## src/sv/tld_pkg.sv

```systemverilog
`default_nettype none

package tld_pkg;

  // field widths
  localparam int CNT_W  = 6;
  localparam int DATA_W = 8;
  localparam int KIND_W = 2;

  // result kinds
  localparam logic [KIND_W-1:0] KIND_ECHO = 2'd0;
  localparam logic [KIND_W-1:0] KIND_LINE = 2'd1;
  localparam logic [KIND_W-1:0] KIND_MARK = 2'd2;

  // telnet command bytes
  localparam logic [DATA_W-1:0] CH_IAC  = 8'd255;
  localparam logic [DATA_W-1:0] CH_WILL = 8'd251;
  localparam logic [DATA_W-1:0] CH_DONT = 8'd254;
  localparam logic [DATA_W-1:0] CH_SB   = 8'd250;
  localparam logic [DATA_W-1:0] CH_SE   = 8'd240;

  // line editing bytes
  localparam logic [DATA_W-1:0] CH_DEL = 8'd127;
  localparam logic [DATA_W-1:0] CH_BS  = 8'd8;
  localparam logic [DATA_W-1:0] CH_SP  = 8'd32;
  localparam logic [DATA_W-1:0] CH_CR  = 8'd13;
  localparam logic [DATA_W-1:0] CH_LF  = 8'd10;

  // editing operations handed from the parser to the line editor
  typedef enum logic [1:0] {
    OP_CHAR,
    OP_ERASE,
    OP_CR,
    OP_LF
  } op_t;

  typedef struct packed {
    op_t               op;
    logic [DATA_W-1:0] ch;
  } cmd_t;

  // one result item
  typedef struct packed {
    logic [KIND_W-1:0] kind;
    logic [DATA_W-1:0] data;
    logic [CNT_W-1:0]  len;
    logic              last;
  } res_t;

endpackage

`default_nettype wire

```

## src/sv/tld_front.sv

```systemverilog
`default_nettype none

module tld_front (
  input  wire                      clk,
  input  wire                      rst,
  input  wire                      in_valid,
  output logic                     in_ready,
  input  wire  [tld_pkg::DATA_W-1:0] in_byte,
  output logic                     push,
  output tld_pkg::cmd_t            push_cmd,
  input  wire                      q_ready
);

  localparam logic [2:0] M_TEXT    = 3'd0;
  localparam logic [2:0] M_CMD     = 3'd1;
  localparam logic [2:0] M_OPT     = 3'd2;
  localparam logic [2:0] M_SUB     = 3'd3;
  localparam logic [2:0] M_SUB_IAC = 3'd4;

  logic [2:0] mode;
  logic [2:0] mode_next;
  logic       keep;
  logic       acc;

  // negotiation parser and byte classifier
  always_comb begin
    mode_next    = mode;
    keep         = 1'b0;
    push_cmd.op  = tld_pkg::OP_CHAR;
    push_cmd.ch  = in_byte;
    unique case (mode)
      M_CMD: begin
        if (in_byte >= tld_pkg::CH_WILL && in_byte <= tld_pkg::CH_DONT) begin
          mode_next = M_OPT;
        end else if (in_byte == tld_pkg::CH_SB) begin
          mode_next = M_SUB;
        end else begin
          mode_next = M_TEXT;
        end
      end
      M_OPT: begin
        mode_next = M_TEXT;
      end
      M_SUB: begin
        if (in_byte == tld_pkg::CH_IAC) begin
          mode_next = M_SUB_IAC;
        end
      end
      M_SUB_IAC: begin
        mode_next = (in_byte == tld_pkg::CH_SE) ? M_TEXT : M_SUB;
      end
      default: begin
        mode_next = M_TEXT;
        if (in_byte[7]) begin
          if (in_byte == tld_pkg::CH_IAC) begin
            mode_next = M_CMD;
          end
        end else begin
          keep = 1'b1;
          if (in_byte == tld_pkg::CH_CR) begin
            push_cmd.op = tld_pkg::OP_CR;
          end else if (in_byte == tld_pkg::CH_LF) begin
            push_cmd.op = tld_pkg::OP_LF;
          end else if (in_byte == tld_pkg::CH_BS || in_byte == tld_pkg::CH_DEL) begin
            push_cmd.op = tld_pkg::OP_ERASE;
          end
        end
      end
    endcase
  end

  assign in_ready = q_ready;
  assign acc      = in_valid && q_ready;
  assign push     = acc && keep;

  // parser mode register
  always_ff @(posedge clk) begin
    if (rst) begin
      mode <= M_TEXT;
    end else if (acc) begin
      mode <= mode_next;
    end
  end

endmodule

`default_nettype wire

```

## src/sv/tld_queue.sv

```systemverilog
`default_nettype none

module tld_queue (
  input  wire           clk,
  input  wire           rst,
  input  wire           wr_valid,
  output logic          wr_ready,
  input  tld_pkg::cmd_t wr_cmd,
  output logic          rd_valid,
  input  wire           rd_ready,
  output tld_pkg::cmd_t rd_cmd
);

  localparam int Q_DEPTH = 2;
  localparam int PTR_W   = 1;
  localparam int FILL_W  = 2;

  tld_pkg::cmd_t        entries [Q_DEPTH];
  logic [PTR_W-1:0]     wptr;
  logic [PTR_W-1:0]     rptr;
  logic [FILL_W-1:0]    fill;
  logic                 do_wr;
  logic                 do_rd;

  assign wr_ready = (fill != FILL_W'(Q_DEPTH));
  assign rd_valid = (fill != '0);
  assign rd_cmd   = entries[rptr];
  assign do_wr    = wr_valid && wr_ready;
  assign do_rd    = rd_valid && rd_ready;

  // entry storage
  always_ff @(posedge clk) begin
    if (do_wr) begin
      entries[wptr] <= wr_cmd;
    end
  end

  // pointers and fill level
  always_ff @(posedge clk) begin
    if (rst) begin
      wptr <= '0;
      rptr <= '0;
      fill <= '0;
    end else begin
      if (do_wr) begin
        wptr <= wptr + 1'b1;
      end
      if (do_rd) begin
        rptr <= rptr + 1'b1;
      end
      if (do_wr && !do_rd) begin
        fill <= fill + 1'b1;
      end else if (do_rd && !do_wr) begin
        fill <= fill - 1'b1;
      end
    end
  end

endmodule

`default_nettype wire

```

## src/sv/tld_back.sv

```systemverilog
`default_nettype none

module tld_back #(
  parameter int LINE_MAX = 48
) (
  input  wire           clk,
  input  wire           rst,
  input  wire           cmd_valid,
  output logic          cmd_ready,
  input  tld_pkg::cmd_t cmd,
  output logic          out_valid,
  input  wire           out_ready,
  output tld_pkg::res_t out_res
);

  localparam int AW = (LINE_MAX > 1) ? $clog2(LINE_MAX) : 1;
  localparam logic [tld_pkg::CNT_W-1:0] LMAX = tld_pkg::CNT_W'(LINE_MAX);

  localparam logic [2:0] S_IDLE = 3'd0;
  localparam logic [2:0] S_LINE = 3'd1;
  localparam logic [2:0] S_MARK = 3'd2;
  localparam logic [2:0] S_CR   = 3'd3;
  localparam logic [2:0] S_LF   = 3'd4;
  localparam logic [2:0] S_SP   = 3'd5;
  localparam logic [2:0] S_BS2  = 3'd6;

  logic [tld_pkg::DATA_W-1:0] line_store [LINE_MAX];
  logic [tld_pkg::DATA_W-1:0] rd_data;
  logic [AW-1:0]              rd_addr;
  logic                       wr_en;

  logic [2:0]                 state;
  logic [2:0]                 state_next;
  logic [tld_pkg::CNT_W-1:0]  count;
  logic [tld_pkg::CNT_W-1:0]  count_next;
  logic [tld_pkg::CNT_W-1:0]  idx;
  logic [tld_pkg::CNT_W-1:0]  idx_next;
  logic                       out_free;
  logic                       load;
  tld_pkg::res_t              res_next;

  assign out_free = !out_valid || out_ready;

  // line editor sequencer
  always_comb begin
    state_next = state;
    count_next = count;
    idx_next   = idx;
    load       = 1'b0;
    res_next   = '0;
    cmd_ready  = 1'b0;
    wr_en      = 1'b0;
    rd_addr    = '0;
    unique case (state)
      S_IDLE: begin
        if (cmd_valid && out_free) begin
          cmd_ready = 1'b1;
          case (cmd.op)
            tld_pkg::OP_CHAR: begin
              if (count < LMAX) begin
                wr_en      = 1'b1;
                count_next = count + 1'b1;
                if (cmd.ch >= tld_pkg::CH_SP) begin
                  load          = 1'b1;
                  res_next.kind = tld_pkg::KIND_ECHO;
                  res_next.data = cmd.ch;
                  res_next.last = 1'b1;
                end
              end
            end
            tld_pkg::OP_ERASE: begin
              if (count != '0) begin
                count_next    = count - 1'b1;
                load          = 1'b1;
                res_next.kind = tld_pkg::KIND_ECHO;
                res_next.data = tld_pkg::CH_BS;
                state_next    = S_SP;
              end
            end
            default: begin
              // carriage return always ends the line, line feed only a non-empty one
              if (cmd.op == tld_pkg::OP_CR || count != '0) begin
                idx_next   = '0;
                state_next = (count == '0) ? S_MARK : S_LINE;
              end
            end
          endcase
        end
      end
      S_LINE: begin
        rd_addr = idx[AW-1:0];
        if (out_free) begin
          load          = 1'b1;
          res_next.kind = tld_pkg::KIND_LINE;
          res_next.data = rd_data;
          idx_next      = idx + 1'b1;
          if (idx_next == count) begin
            state_next = S_MARK;
          end else begin
            rd_addr = idx_next[AW-1:0];
          end
        end
      end
      S_MARK: begin
        if (out_free) begin
          load          = 1'b1;
          res_next.kind = tld_pkg::KIND_MARK;
          res_next.len  = count;
          count_next    = '0;
          state_next    = S_CR;
        end
      end
      S_CR: begin
        if (out_free) begin
          load          = 1'b1;
          res_next.kind = tld_pkg::KIND_ECHO;
          res_next.data = tld_pkg::CH_CR;
          state_next    = S_LF;
        end
      end
      S_LF: begin
        if (out_free) begin
          load          = 1'b1;
          res_next.kind = tld_pkg::KIND_ECHO;
          res_next.data = tld_pkg::CH_LF;
          res_next.last = 1'b1;
          state_next    = S_IDLE;
        end
      end
      S_SP: begin
        if (out_free) begin
          load          = 1'b1;
          res_next.kind = tld_pkg::KIND_ECHO;
          res_next.data = tld_pkg::CH_SP;
          state_next    = S_BS2;
        end
      end
      S_BS2: begin
        if (out_free) begin
          load          = 1'b1;
          res_next.kind = tld_pkg::KIND_ECHO;
          res_next.data = tld_pkg::CH_BS;
          res_next.last = 1'b1;
          state_next    = S_IDLE;
        end
      end
      default: begin
        state_next = S_IDLE;
      end
    endcase
  end

  // line memory, one write and one registered read per cycle
  always_ff @(posedge clk) begin
    if (wr_en) begin
      line_store[count[AW-1:0]] <= cmd.ch;
    end
    rd_data <= line_store[rd_addr];
  end

  // control state
  always_ff @(posedge clk) begin
    if (rst) begin
      state     <= S_IDLE;
      count     <= '0;
      idx       <= '0;
      out_valid <= 1'b0;
    end else begin
      state <= state_next;
      count <= count_next;
      idx   <= idx_next;
      if (load) begin
        out_valid <= 1'b1;
      end else if (out_ready) begin
        out_valid <= 1'b0;
      end
    end
  end

  // output payload register
  always_ff @(posedge clk) begin
    if (load) begin
      out_res <= res_next;
    end
  end

endmodule

`default_nettype wire

```

## src/sv/telnet_line_discipline_core.sv

```systemverilog
`default_nettype none

// Telnet line discipline. Each received byte enters on the s_ side; Telnet
// negotiation (IAC commands, option bytes, subnegotiation up to IAC SE) and
// other bytes above 127 are consumed by the parser and give no result. Kept
// bytes pass through a two-entry queue to the line editor, which owns the
// line memory and the output register. A stored character echoes itself
// when printable, an erase echoes BS, space, BS, and a line end starts the
// memory read as the command is taken, then sends one item per stored
// character, then the marker, CR and LF. The line memory is read one entry
// per cycle while the output is not stalled. Each result carries tlast on
// the final item caused by its input byte; output backpressure stalls the
// editor, and the queue lets the parser keep taking bytes meanwhile until
// it is full.
module telnet_line_discipline_core #(
  parameter int LINE_MAX = 48
) (
  input  wire        clk,
  input  wire        rst,
  input  wire        s_tvalid,
  output logic       s_tready,
  input  wire  [7:0] s_tdata,   // rx_byte [7:0]
  output logic       m_tvalid,
  input  wire        m_tready,
  output logic [15:0] m_tdata,  // data [7:0], line_length [13:8], zero [15:14]
  output logic [1:0] m_tuser,   // kind [1:0]
  output logic       m_tlast
);

  logic          push;
  tld_pkg::cmd_t push_cmd;
  logic          q_ready;
  logic          q_valid;
  logic          q_pop;
  tld_pkg::cmd_t q_cmd;
  tld_pkg::res_t res;

  // negotiation parser
  tld_front u_front (
    .clk      (clk),
    .rst      (rst),
    .in_valid (s_tvalid),
    .in_ready (s_tready),
    .in_byte  (s_tdata),
    .push     (push),
    .push_cmd (push_cmd),
    .q_ready  (q_ready)
  );

  // queue between parser and editor
  tld_queue u_queue (
    .clk      (clk),
    .rst      (rst),
    .wr_valid (push),
    .wr_ready (q_ready),
    .wr_cmd   (push_cmd),
    .rd_valid (q_valid),
    .rd_ready (q_pop),
    .rd_cmd   (q_cmd)
  );

  // line editor
  tld_back #(
    .LINE_MAX (LINE_MAX)
  ) u_back (
    .clk       (clk),
    .rst       (rst),
    .cmd_valid (q_valid),
    .cmd_ready (q_pop),
    .cmd       (q_cmd),
    .out_valid (m_tvalid),
    .out_ready (m_tready),
    .out_res   (res)
  );

  // result packing
  assign m_tdata = {2'b00, res.len, res.data};
  assign m_tuser = res.kind;
  assign m_tlast = res.last;

`ifndef ASSERT_OFF
  // a marker is zero-data, within line bounds and never the final item
  a_mark_shape : assert property (@(posedge clk) disable iff (rst)
    (m_tvalid && m_tuser == tld_pkg::KIND_MARK) |->
      (m_tdata[7:0] == 8'd0 && m_tdata[13:8] <= 6'(LINE_MAX) && !m_tlast))
    else $error("malformed line complete marker");

  // line characters are always followed by the marker
  a_line_not_last : assert property (@(posedge clk) disable iff (rst)
    (m_tvalid && m_tuser == tld_pkg::KIND_LINE) |-> !m_tlast)
    else $error("line character flagged as final item");

  // the CR echo follows a taken marker in the next cycle
  a_mark_then_cr : assert property (@(posedge clk) disable iff (rst)
    (m_tvalid && m_tready && m_tuser == tld_pkg::KIND_MARK) |=>
      (m_tvalid && m_tuser == tld_pkg::KIND_ECHO && m_tdata[7:0] == tld_pkg::CH_CR))
    else $error("marker not followed by CR echo");
`endif

endmodule

`default_nettype wire

```

## config.mk

```make
export PLATFORM = sky130hd
export DESIGN_NAME = telnet_line_discipline_core
export DESIGN_NICKNAME = d
export VERILOG_FILES = /design/src/sv/tld_pkg.sv /design/src/sv/tld_front.sv /design/src/sv/tld_queue.sv /design/src/sv/tld_back.sv /design/src/sv/telnet_line_discipline_core.sv
export SDC_FILE = /design/constraint.sdc
export NUM_CORES = 1
export LEC_CHECK = 0
export ABC_AREA = 1
export BUFFER_PORTS_ARGS = -buffer_cell sky130_fd_sc_hd__buf_2
export CAP_MARGIN = 5
export CORE_MARGIN = 4
export CORE_UTILIZATION = 55
export CTS_BUF_LIST = sky130_fd_sc_hd__clkbuf_16
export CTS_CLUSTER_SIZE = 12
export DETAILED_ROUTE_END_ITERATION = 12
export MAX_ROUTING_LAYER = met4
export PLACE_DENSITY = 0.71
export SYNTH_ARGS = -nofsm -noshare
export SYNTH_HDL_FRONTEND = slang
export SYNTH_HIERARCHICAL = 1
export SYNTH_SLANG_ARGS = --single-unit
```

## constraint.sdc

```tcl
create_clock -name clk -period 3.95 [get_ports clk]
set_input_delay 0.5925 -clock clk [delete_from_list [all_inputs] [get_ports clk]]
set_output_delay 0.5925 -clock clk [all_outputs]
set_load 0.02 [all_outputs]
```

==> impl_metrics.py, run 1 <==
metrics = {
    "setup_path": {
        "path_class": "register to register",
        "cp_slowest_stage_delay_ns": 0.73,
        "end_kind": "register",
        "r2r_end": "u_back/rd_data[2]",
        "crit_path_max_fanout": 88,
        "path_cells": "ha_1 > nand2_1 > nand2_1 > nand2_1 > nand3_1 > nor2_2 > nand3_2 > nand2_2 > nand2_2 > buf_4 > nand4_1 > nand3_1 > nand3_1 > nand3_1 > nand3_1 > nand3_1 > nand2_1",
        "reg2reg_depth": 17,
        "critPathArrivalTime_ns": 3.90,
        "crit_family": "simple AND/OR/NAND/NOR gates",
        "start_kind": "register",
        "crit_top_cell": "nand3_1",
        "path_buf_inv": 1,
        "r2r_start": "u_back/idx[0]",
        "cp_slowest_cell": "buf_4",
        "r2r_slack_ns": 0.50,
        "critPathRequiredTime_ns": 4.39,
    },
    "clock_tree": {
        "htree_levels": 2,
        "clkSlewWorstSetupHoldPaths_ns": 0.06,
        "cts_resized": 0,
        "clock-sinks": 453,
        "root_buffer": "clkbuf_16",
        "cts_made_buffers": 46,
        "postCtsHoldBufs": 0,
        "clkLatencyLatePin_ns": 0.56,
        "cts_buffer_depth": 3,
        "post-cts-setup-buffer-count": 0,
        "cts_tree": "built",
    },
    "grt": {
        "grt.total_usage": 0.2505,
        "grt_max_degree": 154,
        "grt_pass1_vias": 13558,
        "grt_pass1_wl_um": 77130,
        "antenna_found_initial": 0,
        "gr-total-overflow": 0,
    },
    "layout": {
        "nets": 1979,
        "seq_area_um2": 13280,
        "diodes": 0,
        "drive_gt1_frac": 0.08543,
        "instances_no_fill": 2458,
        "area_growth_pct": 9.344,
        "multi_input_area_um2": 5241,
        "nFillCells": 2963,
    },
    "timing": {
        "timing.fmax_mhz": 289.7,
        "post-route-period-util": 0.8739,
        "period_minus_slack_ns": 3.452,
        "hold_violations": 0,
        "fin_tns_setup_ns": 0,
        "skew_ns": 0.02304,
        "setup_violations": 0,
        "tightest_slew_ns": 0.9737,
        "rsz0062_at_grt": "false",
        "max-slew-margin-rel": 0.3509,
        "finalMaxSlewViolations": 0,
    },
    "die": {
        "die_height_um": 200.4,
        "start_util": 0.5563,
        "dieArea_um2": 40170,
        "placementRows": 70,
        "ios": 33,
        "die_x_um": 200.4,
        "core_area_um2": 36610,
    },
    "pwr": {
        "powerDensity_nw_per_um2": 635.6,
        "ir_worst_vdd_uv": 485.3,
        "leakagePower_uw": 0.008935,
        "total_power_uw": 14150,
    },
    "hold_path": {
        "hold_depth": 1,
        "min_from": "s_tdata[6]",
        "hold_end": "u_queue/entries[0][6]",
        "hold_class": "input port to register",
    },
    "synth": {
        "synth_commonest_cells": "421 x edfxtp_1, 330 x inv_1, 285 x nand3_1, 272 x nand2_1, 111 x nor2_1",
        "yosysTopAreaCell": "edfxtp_1",
        "synthCells": 1949,
        "yosys_warnings": 6,
        "yosys.area.top_type_share": 0.6207,
        "syn_area_per_cell_um2": 10.45,
        "syn_area_um2": 20370,
        "ys_ff_latch": 453,
        "synth.most_common_cell": "edfxtp_1",
        "synth_ff_type": "edfxtp_1",
        "ys_seq_area_frac": 0.6522,
        "ys_top_cells_by_area": "edfxtp_1 62%, nand3_1 7.0%, inv_1 6.1%",
        "async_reset_ff_frac": 0,
        "synth_edf_count": 421,
        "yosysUniqueCellTypes": 51,
    },
    "routing": {
        "drt_wl_total_um": 50030,
        "drc": 0,
        "vias": 14261,
        "first_pass_iters": 5,
        "wl_per_cell_um": 20.35,
        "viasPerCell": 5.802,
        "initialDrtViolationCount": 1537,
        "ant_nets": 0,
    },
    "placed_design": {
        "dpl.hpwl_um": 29190,
        "io_buffers": 30,
        "placed_cells": 2380,
        "gp_congestion": 0.9205,
    },
    "status": {
        "status": "finished clean",
    },
    "flow_run": {
        "max-cap-violations": 0,
    },
}
-- state kept, by name, indices dropped and copies added (netlist names), named ones only --
register and cells:
u_back/line_store 384, u_queue/entries 20, u_back/out_res 17, u_back/rd_data 8
u_back/count 6, u_back/idx 6, u_back/state 3, u_front/mode 3
u_queue/fill 2, u_back/out_valid 1, u_queue/rptr 1, u_queue/wptr 1
-- routing by layer --
metal	up-vias	track usage	wire length (µm)
met3	103	0.04459	4127
met2	578	0.3826	23270
met5	-	-	0
met1	6894	0.3490	21120
met4	0	0.07694	1508
li1	6686	-	-
-- layout make-up --
| cell class | instances | area share |
|---|---|---|
| inverter | 341 | 0.05753 |
| clock inverter | 31 | 0.006292 |
| clock buffer | 47 | 0.05281 |
| sequential | 453 | 0.5964 |
| timing repair buffer | 75 | 0.02528 |
| tap | 468 | 0.02629 |
| multi-input combinational | 1043 | 0.2354 |
-- how the worst max path moves through the flow --
stage,from,depth (start not counted),endpoint
2_1_floorplan,register,13,u_back/count[5]
3_3_place_gp,u_back/idx[0],17,u_back/rd_data[0]
3_5_place_dp,u_back/idx[0],17,u_back/rd_data[0]
4_1_cts,u_back/idx[0],17,u_back/rd_data[0]
5_1_grt,u_back/idx[0],20,u_back/rd_data[1]
6_report,u_back/idx[0],17,u_back/rd_data[2]
-- placed cells by master (no fill, tap or decap), types with 2 or more instances in the layout --
cell type  Yosys  layout
buf_4         30      39
clkbuf_16      0      47
inv_1        330     347
nand4_1       96      96
o21ai_0       55      55
dfxtp_1       32      32
mux2_4        10      10
edfxtp_1     421     421
inv_2          8       8
clkinv_2       1       3
o21bai_1       2       2
buf_2         34      30
a22o_1         3       3
a22oi_1        3       3
nand3_4        1       3
nor2_2         5       4
a211oi_1       8       8
xor2_1         2       2
nand2_2        8       8
ha_1           6       6
clkinv_1       2      12
a21oi_1       77      77
conb_1         1       2
buf_12         0       6
nand3_1      285     285
o211ai_1       9       9
nor2_1       111     111
nor2_4         1       2
nor3_2         2       2
nand2_4        2       2
nand2_1      272     272
o21ai_1       55      55
o31ai_1        2       2
nor3_1         8       8
-- cell families (layout without fill, tap and decap cells) --
group           Yosys count  in the layout  synth area share
compound gates          224            224           0.06033
xor+xnor                  2              2         0.0008602
fa+ha+maj                 7              7          0.004669
buf+inv                 454            494           0.09209
flops                   453            453            0.6522
mux                      10             10          0.007372
other cells               1              2         0.0001841
simple gates            798            798            0.1823
-- metrics by stage --
stage	utilization	setup slack, ns	instance area, µm²	hold slack (ns)
3_5_place_dp	0.5724	0.6263	20950	0.5069
2_1_floorplan	-	1.266	20370	0.4645
6_report	0.6083	0.4981	22270	0.2787
4_1_cts	0.6083	0.6157	22270	0.2670
3_3_place_gp	0.5724	0.6686	20950	0.4774
5_1_grt	0.6083	0.2754	22270	0.2727
-- power breakdown --
| part | switching, µW | total, µW | internal, µW |
|---|---|---|---|
| sequential | 182 | 5910 | 5730 |
| clock | 1720 | 3860 | 2140 |
| combinational | 3270 | 4390 | 1120 |
| total | 5170 | 14200 | 8980 |
Power figures use the tool's default switching activity.
==> run 2, diff against run 1 <==
--- a/config.mk
+++ b/config.mk
@@ -13,7 +13,6 @@
 export CTS_BUF_LIST = sky130_fd_sc_hd__clkbuf_16
 export CTS_CLUSTER_SIZE = 12
 export DETAILED_ROUTE_END_ITERATION = 12
-export MAX_ROUTING_LAYER = met4
 export PLACE_DENSITY = 0.71
 export SYNTH_ARGS = -nofsm -noshare
 export SYNTH_HDL_FRONTEND = slang
==> impl_metrics.py, run 2 (synthesis results as in run 1) <==
metrics = {
    "pwr": {
        "leakagePower_uw": 0.009009,
        "ir_worst_vdd_uv": 721.4,
        "powerDensity_nw_per_um2": 644.5,
    },
    "die": {
        "die_x_um": 200.4,
        "dieArea_um2": 40170,
        "die_height_um": 200.4,
        "start_util": 0.5563,
        "placementRows": 70,
        "core_area_um2": 36610,
        "ios": 33,
    },
    "clock_tree": {
        "clkSlewWorstSetupHoldPaths_ns": 0.06,
        "clkLatencyLatePin_ns": 0.57,
        "postCtsHoldBufs": 0,
        "root_buffer": "clkbuf_16",
        "cts_tree": "built",
        "cts_resized": 0,
        "htree_levels": 2,
        "cts_buffer_depth": 3,
        "cts_made_buffers": 48,
        "clock-sinks": 453,
        "post-cts-setup-buffer-count": 0,
    },
    "timing": {
        "skew_ns": 0.01534,
        "finalMaxSlewViolations": 0,
        "post-route-period-util": 0.9019,
        "fin_tns_setup_ns": 0,
        "tightest_slew_ns": 1.097,
        "hold_violations": 0,
        "fin_ws_ns": 0.3876,
        "period_minus_slack_ns": 3.562,
        "max-slew-margin-rel": 0.2687,
        "setup_violations": 0,
        "timing.fmax_mhz": 280.7,
        "rsz0062_at_grt": "false",
        "hold_ws_ns": 0.2681,
    },
    "placed_design": {
        "place_area_um2": 20970,
        "dpl.hpwl_um": 29940,
        "placed_cells": 2385,
        "io_buffers": 30,
        "dp_slack_ns": 0.5419,
        "gp_congestion": 0.9150,
    },
    "layout": {
        "diodes": 0,
        "multi_input_area_um2": 5241,
        "nets": 1986,
        "mostFrequentLayoutCell": "edfxtp_1",
        "largest_register_ffs": 384,
        "drive_gt1_frac": 0.08982,
        "final_cell_mix": "421 x edfxtp_1, 348 x inv_1, 285 x nand3_1",
        "nFillCells": 2954,
        "final_area_um2": 22390,
        "seq_area_um2": 13280,
        "instances_no_fill": 2472,
        "area_growth_pct": 9.952,
    },
    "grt": {
        "antenna_found_initial": 0,
        "grt.total_usage": 0.2465,
        "grt_use_met1": 0.3501,
        "top_usage_layer": "met2",
        "use_met3": 0.04265,
        "grt_max_degree": 95,
        "grt_pass1_vias": 13583,
        "gr-total-overflow": 0,
        "met2_usage": 0.3938,
        "grt_pass1_wl_um": 77940,
    },
    "routing": {
        "drc": 0,
        "initialDrtViolationCount": 1643,
        "wl_per_cell_um": 20.35,
        "ant_nets": 0,
        "vias": 14354,
        "viasPerCell": 5.807,
        "first_pass_iters": 5,
        "drt_wl_total_um": 50300,
    },
    "setup_path": {
        "critPathArrivalTime_ns": 4.01,
        "start_kind": "register",
        "critPathRequiredTime_ns": 4.39,
        "crit_path_max_fanout": 88,
        "end_kind": "register",
        "path_class": "register to register",
    },
    "status": {
        "status": "finished clean",
    },
    "hold_path": {
        "hold_class": "input port to register",
    },
    "flow_run": {
        "max-cap-violations": 0,
    },
}
[run 2: cell count changes in the layout (fill, tap and decap cells not counted), sizes merged]
cell | before | now
bufinv | 0 | 2
clkinv | 15 | 21
clkbuf | 47 | 49
buf | 75 | 80
inv | 357 | 356
[run 2: path summary, 6_finish.rpt]
check | slack [ns] | end | from | cells past startpoint
worst max-delay path | 0.39 | u_back/rd_data[6] | u_back/idx[0] | 17
worst min-delay path | 0.27 | u_queue/entries[0][5] | s_tdata[5] | 1
worst max register to register | 0.39 | u_back/rd_data[6] | u_back/idx[0] | 17
worst min register to register | 0.51 | u_queue/rptr | u_queue/rptr | 2
[run 2: layer usage]
layer / wire [µm] / vias up
li1: - / 6711
met1: 20740 / 6868
met2: 23670 / 667
met3: 4429 / 108
met4: 1459 / 0
met5: 0 / -
[run 2: layout make-up]
cell class	count	area share
Clock inverter	38	0.008995
Multi-Input combinational cell	1043	0.2340
Timing Repair Buffer	80	0.02570
Inverter	341	0.05721
Sequential cell	453	0.5931
Tap cell	468	0.02615
Clock buffer	49	0.05475
[run 2: metrics by stage]
step	total power (µW)	util
2_1_floorplan	8954	-
4_1_cts	14440	0.6117
6_report	14430	0.6117
3_3_place_gp	10270	0.5727
5_1_grt	15100	0.6117
3_5_place_dp	10330	0.5727
[run 2: report_power, final]
group | leakage (µW) | switching [µW] | total (µW) | internal (µW)
Clock | 0.000768 | 1750 | 4100 | 2350
Combinational | 0.00418 | 3320 | 4430 | 1110
Sequential | 0.00406 | 175 | 5900 | 5730
Total | 0.00901 | 5240 | 14400 | 9190
[run 2: critical path: stages, from the launching register on]
cell     delay (ns)
dfxtp_1        0.46
ha_1           0.26
nand2_1        0.09
nand2_1        0.17
nand2_1        0.07
nand3_1        0.14
nor2_2         0.05
nand3_2        0.12
nand2_2        0.11
nand2_2        0.10
buf_4          0.73
nand4_1        0.16
nand3_1        0.15
nand3_1        0.15
nand3_1        0.18
nand3_1        0.13
nand3_1        0.16
nand2_1        0.08
